--- src/sv/assert_macros.svh ---
// assertion macros shared by the deadline timer modules
`ifndef ASSERT_MACROS_SVH
`define ASSERT_MACROS_SVH

// property must hold at every clock edge outside reset
`define MCDT_ASSERT(lbl, clk, rst, prop) \
   lbl: assert property (@(posedge clk) disable iff (rst) prop) \
      else $error("deadline timer assertion failed");

// condition must never be true outside reset
`define MCDT_NEVER(lbl, clk, rst, cond) \
   lbl: assert property (@(posedge clk) disable iff (rst) !(cond)) \
      else $error("deadline timer forbidden condition seen");

`endif

--- src/sv/mcdt_pkg.sv ---
// types, constants and helpers for the multi-channel deadline timer
`default_nettype none

package mcdt_pkg;

   // table geometry
   localparam int CHANNELS   = 16;
   localparam int IDX_W      = (CHANNELS > 1) ? $clog2(CHANNELS) : 1;

   // field widths
   localparam int TIME_W     = 32;
   localparam int CHAN_W     = 8;
   localparam int MIN_W      = 8;
   localparam int CHAN_OUT_W = 4;
   localparam int KIND_W     = 2;
   localparam int MINX_W     = MIN_W + 6;

   localparam logic [5:0]        SECONDS_PER_MINUTE = 6'd60;
   localparam logic [TIME_W-1:0] NO_TIMER           = '1;
   localparam logic [MIN_W-1:0]  MAX_MINUTES_RESET  = 8'd60;

   // request kinds
   localparam logic REQ_SET  = 1'b0;
   localparam logic REQ_TICK = 1'b1;

   // result kinds
   localparam logic [KIND_W-1:0] KIND_SET_OK     = 2'd0;
   localparam logic [KIND_W-1:0] KIND_SET_REJECT = 2'd1;
   localparam logic [KIND_W-1:0] KIND_ALARM      = 2'd2;
   localparam logic [KIND_W-1:0] KIND_DONE       = 2'd3;

   // commands from the sequencer to the expiry table
   typedef struct packed {
      logic              rd_en;
      logic [IDX_W-1:0]  rd_idx;
      logic              wr_en;
      logic [IDX_W-1:0]  wr_idx;
      logic [TIME_W-1:0] wr_data;
      logic              clr_en;
      logic [IDX_W-1:0]  clr_idx;
   } tbl_cmd_type;

   // low bits of a table index as reported on the result channel
   function automatic logic [CHAN_OUT_W-1:0] chan_out_of(input logic [IDX_W-1:0] idx);
      logic [7:0] wide;
      wide = 8'(idx);
      return wide[CHAN_OUT_W-1:0];
   endfunction

endpackage

`default_nettype wire

--- src/sv/mcdt_channels.sv ---
// handshake channel interfaces of the multi-channel deadline timer
`default_nettype none

// request items: set a channel timer or tick the time
interface mcdt_req_if;
   logic                            valid;
   logic                            ready;
   logic                            req_type;
   logic [mcdt_pkg::CHAN_W-1:0]     channel;
   logic [mcdt_pkg::MIN_W-1:0]      minutes;
   logic [mcdt_pkg::TIME_W-1:0]     now_seconds;

   modport source (output valid, req_type, channel, minutes, now_seconds, input ready);
   modport sink   (input valid, req_type, channel, minutes, now_seconds, output ready);
endinterface

// result items
interface mcdt_rsp_if;
   logic                            valid;
   logic                            ready;
   logic [mcdt_pkg::KIND_W-1:0]     result_kind;
   logic [mcdt_pkg::CHAN_OUT_W-1:0] channel_out;
   logic [mcdt_pkg::TIME_W-1:0]     end_time;
   logic                            last;

   modport source (output valid, result_kind, channel_out, end_time, last, input ready);
   modport sink   (input valid, result_kind, channel_out, end_time, last, output ready);
endinterface

// register write channel
interface mcdt_csr_if;
   logic                            valid;
   logic                            ready;
   logic [mcdt_pkg::MIN_W-1:0]      max_minutes;

   modport source (output valid, max_minutes, input ready);
   modport sink   (input valid, max_minutes, output ready);
endinterface

`default_nettype wire

--- src/sv/multi_channel_deadline_timer.sv ---
// top level of the multi-channel deadline timer
//
//   channel  direction  payload
//   req_ch   in         req_type, channel, minutes, now_seconds
//   rsp_ch   out        result_kind, channel_out, end_time, last
//   csr_ch   in         max_minutes
//
// a set request goes to S_SET, which loads its result into the output register on a free slot
// a tick with nothing due leaves the sequencer in S_IDLE; a scanning tick runs S_READ, then
// S_CHECK per entry, then S_FINISH, one table read per entry through the single read port of the expiry memory
// a stalled result holds the sequencer at the entry or item that needs the output slot
// reset marks every table entry empty at once through per-entry valid bits
`default_nettype none

module multi_channel_deadline_timer (
   input  logic        clock,
   input  logic        reset,
   mcdt_req_if.sink    req_ch,
   mcdt_rsp_if.source  rsp_ch,
   mcdt_csr_if.sink    csr_ch
);

   logic [mcdt_pkg::MIN_W-1:0]  max_minutes_ff, max_minutes_in;
   mcdt_pkg::tbl_cmd_type       tbl_cmd;
   logic [mcdt_pkg::TIME_W-1:0] tbl_value;

   // duration limit register
   assign csr_ch.ready   = 1'b1;
   assign max_minutes_in = (csr_ch.valid && csr_ch.ready) ? csr_ch.max_minutes : max_minutes_ff;

   always_ff @(posedge clock) begin
      if (reset) begin
         max_minutes_ff <= mcdt_pkg::MAX_MINUTES_RESET;
      end else begin
         max_minutes_ff <= max_minutes_in;
      end
   end

   mcdt_ctrl u_ctrl (
      .clock       (clock),
      .reset       (reset),
      .max_minutes (max_minutes_ff),
      .req_ch      (req_ch),
      .rsp_ch      (rsp_ch),
      .tbl_cmd     (tbl_cmd),
      .tbl_value   (tbl_value)
   );

   mcdt_table u_table (
      .clock    (clock),
      .reset    (reset),
      .cmd      (tbl_cmd),
      .rd_value (tbl_value)
   );

endmodule

`default_nettype wire

--- src/sv/mcdt_table.sv ---
// expiry table: synchronous memory with per-entry valid bits
`default_nettype none
`include "assert_macros.svh"

module mcdt_table (
   input  logic                          clock,
   input  logic                          reset,
   input  mcdt_pkg::tbl_cmd_type         cmd,
   output logic [mcdt_pkg::TIME_W-1:0]   rd_value
);

   logic [mcdt_pkg::TIME_W-1:0] mem [mcdt_pkg::CHANNELS];
   logic [mcdt_pkg::TIME_W-1:0] rd_data_ff;
   logic [mcdt_pkg::CHANNELS-1:0] valid_ff, valid_in;
   logic rd_hit_ff, rd_hit_in;

   // memory write and registered read
   always_ff @(posedge clock) begin
      if (cmd.wr_en) begin
         mem[cmd.wr_idx] <= cmd.wr_data;
      end
      if (cmd.rd_en) begin
         rd_data_ff <= mem[cmd.rd_idx];
      end
   end

   // valid bits: set on write, cleared when an alarm retires the entry
   always_comb begin
      valid_in = valid_ff;
      if (cmd.wr_en) begin
         valid_in[cmd.wr_idx] = 1'b1;
      end
      if (cmd.clr_en) begin
         valid_in[cmd.clr_idx] = 1'b0;
      end
      rd_hit_in = cmd.rd_en ? valid_ff[cmd.rd_idx] : rd_hit_ff;
   end

   always_ff @(posedge clock) begin
      if (reset) begin
         valid_ff  <= '0;
         rd_hit_ff <= 1'b0;
      end else begin
         valid_ff  <= valid_in;
         rd_hit_ff <= rd_hit_in;
      end
   end

   // an entry never written or already expired reads as no timer
   assign rd_value = rd_hit_ff ? rd_data_ff : mcdt_pkg::NO_TIMER;

   `MCDT_NEVER(a_wr_and_clr, clock, reset, cmd.wr_en && cmd.clr_en)

endmodule

`default_nettype wire

--- src/sv/mcdt_ctrl.sv ---
// sequencer: set requests, tick scans and the result register
`default_nettype none
`include "assert_macros.svh"

module mcdt_ctrl (
   input  logic                          clock,
   input  logic                          reset,
   input  logic [mcdt_pkg::MIN_W-1:0]    max_minutes,
   mcdt_req_if.sink                      req_ch,
   mcdt_rsp_if.source                    rsp_ch,
   output mcdt_pkg::tbl_cmd_type         tbl_cmd,
   input  logic [mcdt_pkg::TIME_W-1:0]   tbl_value
);

   typedef enum logic [4:0] {
      S_IDLE   = 5'b00001,
      S_SET    = 5'b00010,
      S_READ   = 5'b00100,
      S_CHECK  = 5'b01000,
      S_FINISH = 5'b10000
   } state_type;

   state_type state_ff, state_in;

   logic [mcdt_pkg::TIME_W-1:0] now_ff, now_in;
   logic [mcdt_pkg::CHAN_W-1:0] chan_ff, chan_in;
   logic [mcdt_pkg::MIN_W-1:0]  mins_ff, mins_in;
   logic [mcdt_pkg::TIME_W-1:0] earliest_ff, earliest_in;
   logic [mcdt_pkg::TIME_W-1:0] next_ff, next_in;
   logic                        fired_ff, fired_in;
   logic [mcdt_pkg::IDX_W-1:0]  idx_ff, idx_in;

   logic                            rsp_valid_ff, rsp_valid_in;
   logic [mcdt_pkg::KIND_W-1:0]     kind_ff, kind_in;
   logic [mcdt_pkg::CHAN_OUT_W-1:0] chout_ff, chout_in;
   logic [mcdt_pkg::TIME_W-1:0]     end_ff, end_in;
   logic                            last_ff, last_in;

   logic                        req_fire;
   logic                        slot_free;
   logic                        load;
   logic [mcdt_pkg::MINX_W-1:0] mins_x60;
   logic [mcdt_pkg::TIME_W-1:0] set_end;
   logic                        set_ok;
   logic                        expired;
   logic                        idx_last;

   assign req_ch.ready = (state_ff == S_IDLE);
   assign req_fire     = req_ch.valid && req_ch.ready;
   assign slot_free    = !rsp_valid_ff || rsp_ch.ready;

   // set request arithmetic on the latched item
   assign mins_x60 = mcdt_pkg::MINX_W'(mins_ff) * mcdt_pkg::MINX_W'(mcdt_pkg::SECONDS_PER_MINUTE);
   assign set_end  = now_ff + mcdt_pkg::TIME_W'(mins_x60);
   assign set_ok   = (chan_ff < mcdt_pkg::CHAN_W'(mcdt_pkg::CHANNELS)) &&
                     (mins_ff <= max_minutes) && (now_ff != '0);

   // scan compare on the entry returned by the previous table read
   assign expired  = tbl_value < now_ff;
   assign idx_last = (idx_ff == mcdt_pkg::IDX_W'(mcdt_pkg::CHANNELS - 1));

   always_comb begin
      state_in    = state_ff;
      now_in      = now_ff;
      chan_in     = chan_ff;
      mins_in     = mins_ff;
      earliest_in = earliest_ff;
      next_in     = next_ff;
      fired_in    = fired_ff;
      idx_in      = idx_ff;
      load        = 1'b0;
      kind_in     = kind_ff;
      chout_in    = chout_ff;
      end_in      = end_ff;
      last_in     = last_ff;
      tbl_cmd     = '0;

      case (state_ff)
         S_IDLE: begin
            if (req_fire) begin
               now_in  = req_ch.now_seconds;
               chan_in = req_ch.channel;
               mins_in = req_ch.minutes;
               if (req_ch.req_type == mcdt_pkg::REQ_SET) begin
                  state_in = S_SET;
               end else if (earliest_ff < req_ch.now_seconds) begin
                  next_in  = mcdt_pkg::NO_TIMER;
                  fired_in = 1'b0;
                  idx_in   = '0;
                  state_in = S_READ;
               end
            end
         end
         // one result per set request, table written for an accepted set when its result is loaded
         S_SET: begin
            if (slot_free) begin
               load     = 1'b1;
               last_in  = 1'b1;
               state_in = S_IDLE;
               if (set_ok) begin
                  kind_in         = mcdt_pkg::KIND_SET_OK;
                  chout_in        = chan_ff[mcdt_pkg::CHAN_OUT_W-1:0];
                  end_in          = set_end;
                  tbl_cmd.wr_en   = 1'b1;
                  tbl_cmd.wr_idx  = chan_ff[mcdt_pkg::IDX_W-1:0];
                  tbl_cmd.wr_data = set_end;
                  if (set_end < earliest_ff) begin
                     earliest_in = set_end;
                  end
               end else begin
                  kind_in  = mcdt_pkg::KIND_SET_REJECT;
                  chout_in = '0;
                  end_in   = '0;
               end
            end
         end
         // first read of the scan
         S_READ: begin
            tbl_cmd.rd_en  = 1'b1;
            tbl_cmd.rd_idx = idx_ff;
            state_in       = S_CHECK;
         end
         // check one entry, read the next one as we move on
         S_CHECK: begin
            if (!expired || slot_free) begin
               if (expired) begin
                  load            = 1'b1;
                  kind_in         = mcdt_pkg::KIND_ALARM;
                  chout_in        = mcdt_pkg::chan_out_of(idx_ff);
                  end_in          = tbl_value;
                  last_in         = 1'b0;
                  fired_in        = 1'b1;
                  tbl_cmd.clr_en  = 1'b1;
                  tbl_cmd.clr_idx = idx_ff;
               end else if (tbl_value < next_ff) begin
                  next_in = tbl_value;
               end
               if (idx_last) begin
                  state_in = S_FINISH;
               end else begin
                  idx_in         = idx_ff + 1'b1;
                  tbl_cmd.rd_en  = 1'b1;
                  tbl_cmd.rd_idx = idx_ff + 1'b1;
               end
            end
         end
         // new earliest expiry and, if any alarm fired, the closing item
         S_FINISH: begin
            if (!fired_ff) begin
               earliest_in = next_ff;
               state_in    = S_IDLE;
            end else if (slot_free) begin
               earliest_in = next_ff;
               load        = 1'b1;
               kind_in     = mcdt_pkg::KIND_DONE;
               chout_in    = '0;
               end_in      = '0;
               last_in     = 1'b1;
               state_in    = S_IDLE;
            end
         end
         default: begin
            state_in = S_IDLE;
         end
      endcase

      if (load) begin
         rsp_valid_in = 1'b1;
      end else if (rsp_ch.ready) begin
         rsp_valid_in = 1'b0;
      end else begin
         rsp_valid_in = rsp_valid_ff;
      end
   end

   // control registers
   always_ff @(posedge clock) begin
      if (reset) begin
         state_ff     <= S_IDLE;
         earliest_ff  <= mcdt_pkg::NO_TIMER;
         rsp_valid_ff <= 1'b0;
         fired_ff     <= 1'b0;
         idx_ff       <= '0;
      end else begin
         state_ff     <= state_in;
         earliest_ff  <= earliest_in;
         rsp_valid_ff <= rsp_valid_in;
         fired_ff     <= fired_in;
         idx_ff       <= idx_in;
      end
   end

   // payload registers
   always_ff @(posedge clock) begin
      now_ff   <= now_in;
      chan_ff  <= chan_in;
      mins_ff  <= mins_in;
      next_ff  <= next_in;
      kind_ff  <= load ? kind_in  : kind_ff;
      chout_ff <= load ? chout_in : chout_ff;
      end_ff   <= load ? end_in   : end_ff;
      last_ff  <= load ? last_in  : last_ff;
   end

   assign rsp_ch.valid       = rsp_valid_ff;
   assign rsp_ch.result_kind = kind_ff;
   assign rsp_ch.channel_out = chout_ff;
   assign rsp_ch.end_time    = end_ff;
   assign rsp_ch.last        = last_ff;

   `MCDT_ASSERT(a_earliest_only_lowers, clock, reset,
      ($past(state_ff) != S_FINISH) |-> (earliest_ff <= $past(earliest_ff)))
   `MCDT_ASSERT(a_result_from_work, clock, reset,
      $rose(rsp_valid_ff) |-> ($past(state_ff) != S_IDLE))
   `MCDT_ASSERT(a_scan_starts_at_zero, clock, reset,
      (state_ff == S_READ) |-> (idx_ff == '0))

endmodule

`default_nettype wire
--- src/flat_wrapper.sv ---
// flat-port wrapper written by rule: the top's interface ports become plain ports
module multi_channel_deadline_timer_flat 
  (clock, reset, req_ch_valid, req_ch_req_type, req_ch_channel, req_ch_minutes, req_ch_now_seconds, req_ch_ready, rsp_ch_valid, rsp_ch_result_kind, rsp_ch_channel_out, rsp_ch_end_time, rsp_ch_last, rsp_ch_ready, csr_ch_valid, csr_ch_max_minutes, csr_ch_ready);
  mcdt_req_if req_ch_i ();
  mcdt_rsp_if rsp_ch_i ();
  mcdt_csr_if csr_ch_i ();
  input  logic clock;
  input  logic reset;
  input wire logic [$bits(req_ch_i.valid)-1:0] req_ch_valid;
  input wire logic [$bits(req_ch_i.req_type)-1:0] req_ch_req_type;
  input wire logic [$bits(req_ch_i.channel)-1:0] req_ch_channel;
  input wire logic [$bits(req_ch_i.minutes)-1:0] req_ch_minutes;
  input wire logic [$bits(req_ch_i.now_seconds)-1:0] req_ch_now_seconds;
  output wire logic [$bits(req_ch_i.ready)-1:0] req_ch_ready;
  output wire logic [$bits(rsp_ch_i.valid)-1:0] rsp_ch_valid;
  output wire logic [$bits(rsp_ch_i.result_kind)-1:0] rsp_ch_result_kind;
  output wire logic [$bits(rsp_ch_i.channel_out)-1:0] rsp_ch_channel_out;
  output wire logic [$bits(rsp_ch_i.end_time)-1:0] rsp_ch_end_time;
  output wire logic [$bits(rsp_ch_i.last)-1:0] rsp_ch_last;
  input wire logic [$bits(rsp_ch_i.ready)-1:0] rsp_ch_ready;
  input wire logic [$bits(csr_ch_i.valid)-1:0] csr_ch_valid;
  input wire logic [$bits(csr_ch_i.max_minutes)-1:0] csr_ch_max_minutes;
  output wire logic [$bits(csr_ch_i.ready)-1:0] csr_ch_ready;
  assign req_ch_i.valid = req_ch_valid;
  assign req_ch_i.req_type = req_ch_req_type;
  assign req_ch_i.channel = req_ch_channel;
  assign req_ch_i.minutes = req_ch_minutes;
  assign req_ch_i.now_seconds = req_ch_now_seconds;
  assign req_ch_ready = req_ch_i.ready;
  assign rsp_ch_valid = rsp_ch_i.valid;
  assign rsp_ch_result_kind = rsp_ch_i.result_kind;
  assign rsp_ch_channel_out = rsp_ch_i.channel_out;
  assign rsp_ch_end_time = rsp_ch_i.end_time;
  assign rsp_ch_last = rsp_ch_i.last;
  assign rsp_ch_i.ready = rsp_ch_ready;
  assign csr_ch_i.valid = csr_ch_valid;
  assign csr_ch_i.max_minutes = csr_ch_max_minutes;
  assign csr_ch_ready = csr_ch_i.ready;
  multi_channel_deadline_timer u_core (.clock(clock), .reset(reset), .req_ch(req_ch_i), .rsp_ch(rsp_ch_i), .csr_ch(csr_ch_i));
endmodule
--- config.mk ---
export PLATFORM = sky130hd
export DESIGN_NAME = multi_channel_deadline_timer_flat
export DESIGN_NICKNAME = d
export VERILOG_FILES = /design/src/sv/mcdt_pkg.sv /design/src/sv/mcdt_channels.sv /design/src/sv/multi_channel_deadline_timer.sv /design/src/sv/mcdt_table.sv /design/src/sv/mcdt_ctrl.sv /design/src/flat_wrapper.sv
export VERILOG_INCLUDE_DIRS = /design/src /design/src/sv
export SDC_FILE = /design/constraint.sdc
export NUM_CORES = 1
export LEC_CHECK = 0
export BUFFER_PORTS_ARGS = -buffer_cell sky130_fd_sc_hd__buf_2
export CORE_UTILIZATION = 48
export DETAILED_ROUTE_END_ITERATION = 6
export GPL_TIMING_DRIVEN = 0
export PLACE_DENSITY = 0.63
export SYNTH_ARGS = -nofsm -noshare
export SYNTH_HDL_FRONTEND = slang
export SYNTH_SLANG_ARGS = --single-unit
--- constraint.sdc ---
create_clock -name clock -period 7.4 [get_ports clock]
set_clock_uncertainty 0.05 [all_clocks]
set_input_delay 0.74 -clock clock [delete_from_list [all_inputs] [get_ports clock]]
set_output_delay 0.74 -clock clock [all_outputs]
set_load 0.01 [all_outputs]
# Word-level counts from Yosys, hierarchy flattened
# Memory sizes are Yosys's and may differ from the RTL's. A register that Yosys moved wholly into a read port is not among the register bits.
# Index checks and enable logic that the tools add are counted.
[classes] muxes=86 n_eq_ne=22 reduce_logical=22 add_sub_neg=2 bitwise=3 n_lt_le_gt_ge=11 multipliers=1
[op_table] cell="$mux W32" n=18
[op_table] cell="$lt A32 B32 Y1" n=4
[op_table] cell="$pmux W32 S2" n=2
[op_table] cell="$mux W37" n=3
[op_table] cell="$pmux W32 S3" n=1
[op_table] cell="$mux W5" n=12
[op_table] cell="$mux W4" n=11
[op_table] cell="$add A32 B14 Y32" n=1
[op_table] cell="$mux W16" n=2
[op_table] cell="$reduce_bool A32 Y1" n=1
[op_table] cell="$pmux W5 S5" n=1
[op_table] cell="$ne A2 B2 Y1 const B" n=12
[op_table] cell="$mux W1" n=21
[op_table] cell="$and A16 B16 Y16" n=1
[op_table] cell="$not A16 Y16" n=1
[op_table] cell="$or A16 B16 Y16" n=1
[op_table] cell="$lt A4 B5 Y1 const B" n=3
[op_table] cell="$reduce_and A7 Y1" n=2
[op_table] cell="$mul A8 B4 Y12 const B" n=1
[op_table] cell="$pmux W4 S3" n=1
[op_table] cell="$reduce_and A6 Y1" n=2
[op_table] cell="$mux W2" n=5
[op_table] cell="$pmux W5 S2" n=1
[op_table] cell="$reduce_and A5 Y1" n=2
[op_table] cell="other kinds (26)" n=38
[totals] inputBits=62 ram_bits=512 word_cells=164 reg_bits=187 mem_count=1
[mem_list] memory="u_core.u_table.mem" depth=16 word_bits=32 read_ports=1 rd_ports_with_merged_regs=1 write_ports=1 line_no="mcdt_table.sv:12" text="logic [mcdt_pkg::TIME_W-1:0] mem [mcdt_pkg::CHANNELS];"

# Logic depth before layout (Yosys ltp)
[depth] word_depth=14 ltp_mapped=35

# Hierarchy
# Synthesis repeated with hierarchy kept, for this count alone.
[hier_totals] cells_unflattened=2251 area_unflattened_um2=33772.4
[modules_own_cells] mod="mcdt_table" area_each_um2=21266.6 n_inst=1 cells_each=885
[modules_own_cells] mod="mcdt_ctrl" area_each_um2=12197.9 n_inst=1 cells_each=1338
[modules_own_cells] mod="multi_channel_deadline_timer" area_each_um2=307.8 n_inst=1 cells_each=28

# Worst setup path after synthesis
# No wires, ideal clock.
[synth_path] kind="register -> register" from="register u_core.u_ctrl.mins_ff[0] (netlist name)" to="register u_core.u_ctrl.earliest_ff[10] (netlist name)" path_slack_ps=816 setup_ps=141 t_arrival_ps=6393 path_stages_with_launch=35 cell_sequence="edfxtp_1 -> fa_1 -> fa_1 -> ha_1 -> a21o_1 -> a21oi_1 -> o21bai_1 -> a21oi_1 -> nor2b_1 -> o21a_1 -> nor2_1 -> xnor2_1 -> ha_1 -> or2_2 -> a21oi_1 -> a21oi_1 -> and2_1 -> clkbuf_1 -> o2111ai_1 -> xnor2_1 -> inv_1 -> ha_1 -> a21o_1 -> a21o_1 -> a21o_1 -> a21o_1 -> a21oi_1 -> o21ai_0 -> a21oi_1 -> o221ai_1 -> buf_2 -> buf_2 -> clkbuf_1 -> nand2_1 -> o211ai_1"
[synth_between] elab_chain_cells=6 word_cells_on_any_way=13
[synth_lines] item="start, declared" line_no="mcdt_ctrl.sv:27" text="logic [mcdt_pkg::MIN_W-1:0] mins_ff, mins_in;"
[synth_lines] item="start signal, assigned" line_no="mcdt_ctrl.sv:197" text="mins_ff <= mins_in;"
[synth_lines] item="branches (longest 6 deep; another with $add A32 B14 Y32)"
[synth_lines] item="end signal, assigned" line_no="mcdt_ctrl.sv:180" text="earliest_ff <= mcdt_pkg::NO_TIMER;"
[synth_lines] item="end signal, assigned" line_no="mcdt_ctrl.sv:186" text="earliest_ff <= earliest_in;"
[synth_lines] item="end, declared" line_no="mcdt_ctrl.sv:28" text="logic [mcdt_pkg::TIME_W-1:0] earliest_ff, earliest_in;"
# Several ways; the timed one is not identified. The select of a mux whose other input is x is not followed.
# A chain may end at the register's enable or synchronous reset.

# Worst setup path after layout
[layout_path] from="register u_core.u_ctrl.mins_ff[1] (netlist name)" to="register u_core.u_ctrl.earliest_ff[16] (netlist name)"
# The elaborated chain is that of the path after synthesis.

==> summary.txt <==
Clock Tree Buf Depth -> 3
number of I/O port buffers -> 102
clk_lat worst skew -> 640 ps
Worst Max-Slew Pin Slew -> 1320 ps
cts hold-fix bufs -> 0
Seq pwr share -> 0.435
Worst EP required -> 7830 ps
Leakage -> 13.1 nW
status -> finished, final reports clean
Post-synth ARST share -> 0
Fin. Hold Viols -> 0
grt total ovfl -> 0
Yosys top cell area share -> 0.586
Initial Util -> 0.485
clock sink total -> 731
FILL cells -> 5,711
core footprint -> 0.0700 mm2
Critical Path AT -> 7590 ps
Net Count, Synth -> 2,938
Seq/Total Area, Yosys -> 0.626
internal power -> 0.00750 W
vias in the first global route -> 22,300
first-pass GRT wire length -> 135,000 um
Most used DFF post-synth -> edfxtp_1
GRT busiest layer -> met2
chip height -> 268 um
PD cells -> 266 mW/mm2
Max Slew Vio Count -> 0
leading area contributor after synthesis -> edfxtp_1
achievable clock frequency -> 140 MHz
Chip Width -> 268 um
via count -> 22,200
# DRC -> 0
CTS buffer count -> 79
H-tree depth -> 3
GRT Util Overall -> 0.255
dpl hpwl -> 68,100 um
diodes inserted -> 0
Comb pwr share -> 0.192
CP Launch Type -> flip-flop
Die ar. -> 0.0719 mm2
Setup violations, final -> 0
largest net degree at the start of global routing -> 37
final setup margin -> 245 ps
fin nets -> 3,198
Tcrit/Tclk final -> 0.967
Slew headroom -> 0.114
Area contributors post-synth -> edfxtp_1, mux2i_1, ha_1
crit path kind -> flip-flop to flip-flop
Post-synth EDFFs -> 663
slowest CP cell -> fa_1
GP Congestion -> 0.926
CP peak stage delay -> 600 ps
met2 usage -> 0.435
number of max-cap violations -> 0
Cell Rows -> 97
Avg Inst Size Synth -> 12.6 um2
Worst path most repeated cell -> a21oi_2
clk slew on worst S/H paths -> 60 ps
Hold/Removal Path Class -> primary input to flip-flop
Power, Total -> 0.0105 W
pre-CTS setup slack -> -1110 ps
CTS tree -> yes
Post-Syn Area -> 0.0340 mm2
Max rail drop VDD -> 0.197 mV
met1 global-route usage -> 0.330
drt wl/cell -> 23.1 um
Switching Fraction -> 0.284
Min Hold Slack -> 226 ps
Distinct cells, synth -> 69
vias per cell -> 5.61
most frequent cells in the layout -> edfxtp_1, nand2_1, mux2i_1
Post-Syn Instances -> 2,700
Synth Register Bits -> 731
ratio of cells with drive above 1 in the final layout -> 0.135
Final Critical Period -> 7150 ps
Yosys Warn Count -> 0
first-pass detailed-route iteration total -> 5
Initial DRC Count -> 2,001
Layout Cells excl Fill -> 3,964
Post-DRT Antenna Nets -> 0
Post-Route WL -> 91,400 um
crit end category -> flip-flop
commonest non-fill, non-tap cell in the layout -> edfxtp_1
P_sw -> 0.00298 W
placed cell count -> 3,798
I/O pin total -> 104
antenna violations before repair -> 0
Post-Route Setup TNS -> 0 ps
Worst Path Max Fanout -> 10
met3 Use GR -> 0.0334
Area Overhead vs Synth -> 16.0%
CTS Root Cell -> clkbuf_16
clock share of power -> 0.373
-- layout make-up --
cell class | instances | area, um2 | area share
buffer | 121 | 656 | 0.0166
multi-input combinational | 1608 | 11600 | 0.295
tap | 940 | 1180 | 0.0298
clock inverter | 43 | 460 | 0.0117
timing repair buffer | 181 | 1290 | 0.0327
inverter | 238 | 893 | 0.0226
sequential | 731 | 21300 | 0.539
clock buffer | 102 | 2070 | 0.0526
-- metal layers --
| layer | share of wire | wire [um] |
|---|---|---|
| met5 | 0 | 0 |
| met3 | 0.058 | 5270 |
| met4 | 0.036 | 3250 |
| met1 | 0.41 | 37900 |
| met2 | 0.49 | 45000 |
-- cell families after synthesis --
family,after synthesis,synth area share
AND/OR/NAND/NOR,796,0.108
buffers and inverters,361,0.0451
AO/OA/AOI/OAI,333,0.0650
multiplexers,266,0.0787
XOR/XNOR,36,0.00950
flip-flops,731,0.626
other,1,0.000110
adder cells (fa/ha/maj),176,0.0679
-- worst max-delay path: cells and delay by family (launching register included) --
family / cells / cell delay, ps
flops: 1 / 470
buf+inv: 3 / 450
xor+xnor: 2 / 320
fa+ha+maj: 5 / 2020
compound gates: 17 / 2740
simple gates: 5 / 930
-- registers in the layout, indices dropped and copies added, names as in the netlist, 2 cells and up --
name / flops
u_core.u_ctrl.chan_ff: 8
u_core.u_ctrl.rsp_ch.channel_out: 4
u_core.u_ctrl.state_ff: 5
u_core.u_ctrl.next_ff: 32
u_core.u_table.mem: 512
u_core.u_table.rd_data_ff: 32
u_core.u_ctrl.rsp_ch.end_time: 32
u_core.u_ctrl.rsp_ch.result_kind: 2
u_core.max_minutes_ff: 8
u_core.u_ctrl.earliest_ff: 32
u_core.u_ctrl.mins_ff: 8
u_core.u_ctrl.now_ff: 32
u_core.u_table.valid_ff: 16
u_core.u_ctrl.idx_ff: 4
-- stage by stage --
stage	area [um2]	utilization
after floorplan	34000	-
after global placement	35700	0.510
after detailed placement	36400	0.520
after CTS	39100	0.559
after global routing	39500	0.563
final	39500	0.563
-- power by group through the flow --
stage	sequential, W	combinational, W	clock (W)
6_report	0.00456	0.00201	0.00391
3_5_place_dp	0.00464	0.00177	0
5_1_grt	0.00456	0.00220	0.00413
4_1_cts	0.00456	0.00186	0.00397
3_3_place_gp	0.00464	0.00172	0
2_1_floorplan	0.00462	0.00118	0
-- worst paths after layout --
kind	from	end	slack [ps]	cells past startpoint
worst max-delay path	u_core.u_ctrl.mins_ff[1]$_DFFE_PP_	u_core.u_ctrl.earliest_ff[16]$_SDFFE_PP1P_	250	32
worst min-delay path	req_ch_minutes[0]	u_core.u_ctrl.mins_ff[0]$_DFFE_PP_	230	1
worst max register to register	u_core.u_ctrl.mins_ff[1]$_DFFE_PP_	u_core.u_ctrl.earliest_ff[16]$_SDFFE_PP1P_	250	32
worst min register to register	u_core.u_table.valid_ff[7]$_SDFF_PP0_	u_core.u_table.valid_ff[7]$_SDFF_PP0_	420	1
-- cell usage after synthesis (8+ instances only) --
cell type  instances
a211o_1            9
a211oi_1          20
a21o_1            36
a21oi_1           71
a221oi_1          11
a31oi_1            9
and3_1             8
and4_1            11
buf_1              9
buf_2             17
buf_6             20
clkbuf_1          75
dfxtp_1           68
edfxtp_1         663
fa_1              14
ha_1             162
inv_1            238
mux2i_1          265
nand2_1          360
nand2b_1          10
nand3_1          155
nand4_1           54
nor2_1            97
nor2b_1           42
nor3_1            13
nor4_1            28
o211ai_1          23
o21a_1            14
o21ai_0           55
o21ai_1            8
o22ai_1           37
xnor2_1           29
-- repair_timing --
action | 4_1_cts | 5_1_grt
buffers inserted | 4 | 18
gates resized for setup | 32 | 34
pin swaps | 1 | 16
cloned | 0 | 1
endpoints found under the hold margin | 0 | 0
endpoints found under the setup margin | 32 | 32
Power figures use the tool's default switching activity.
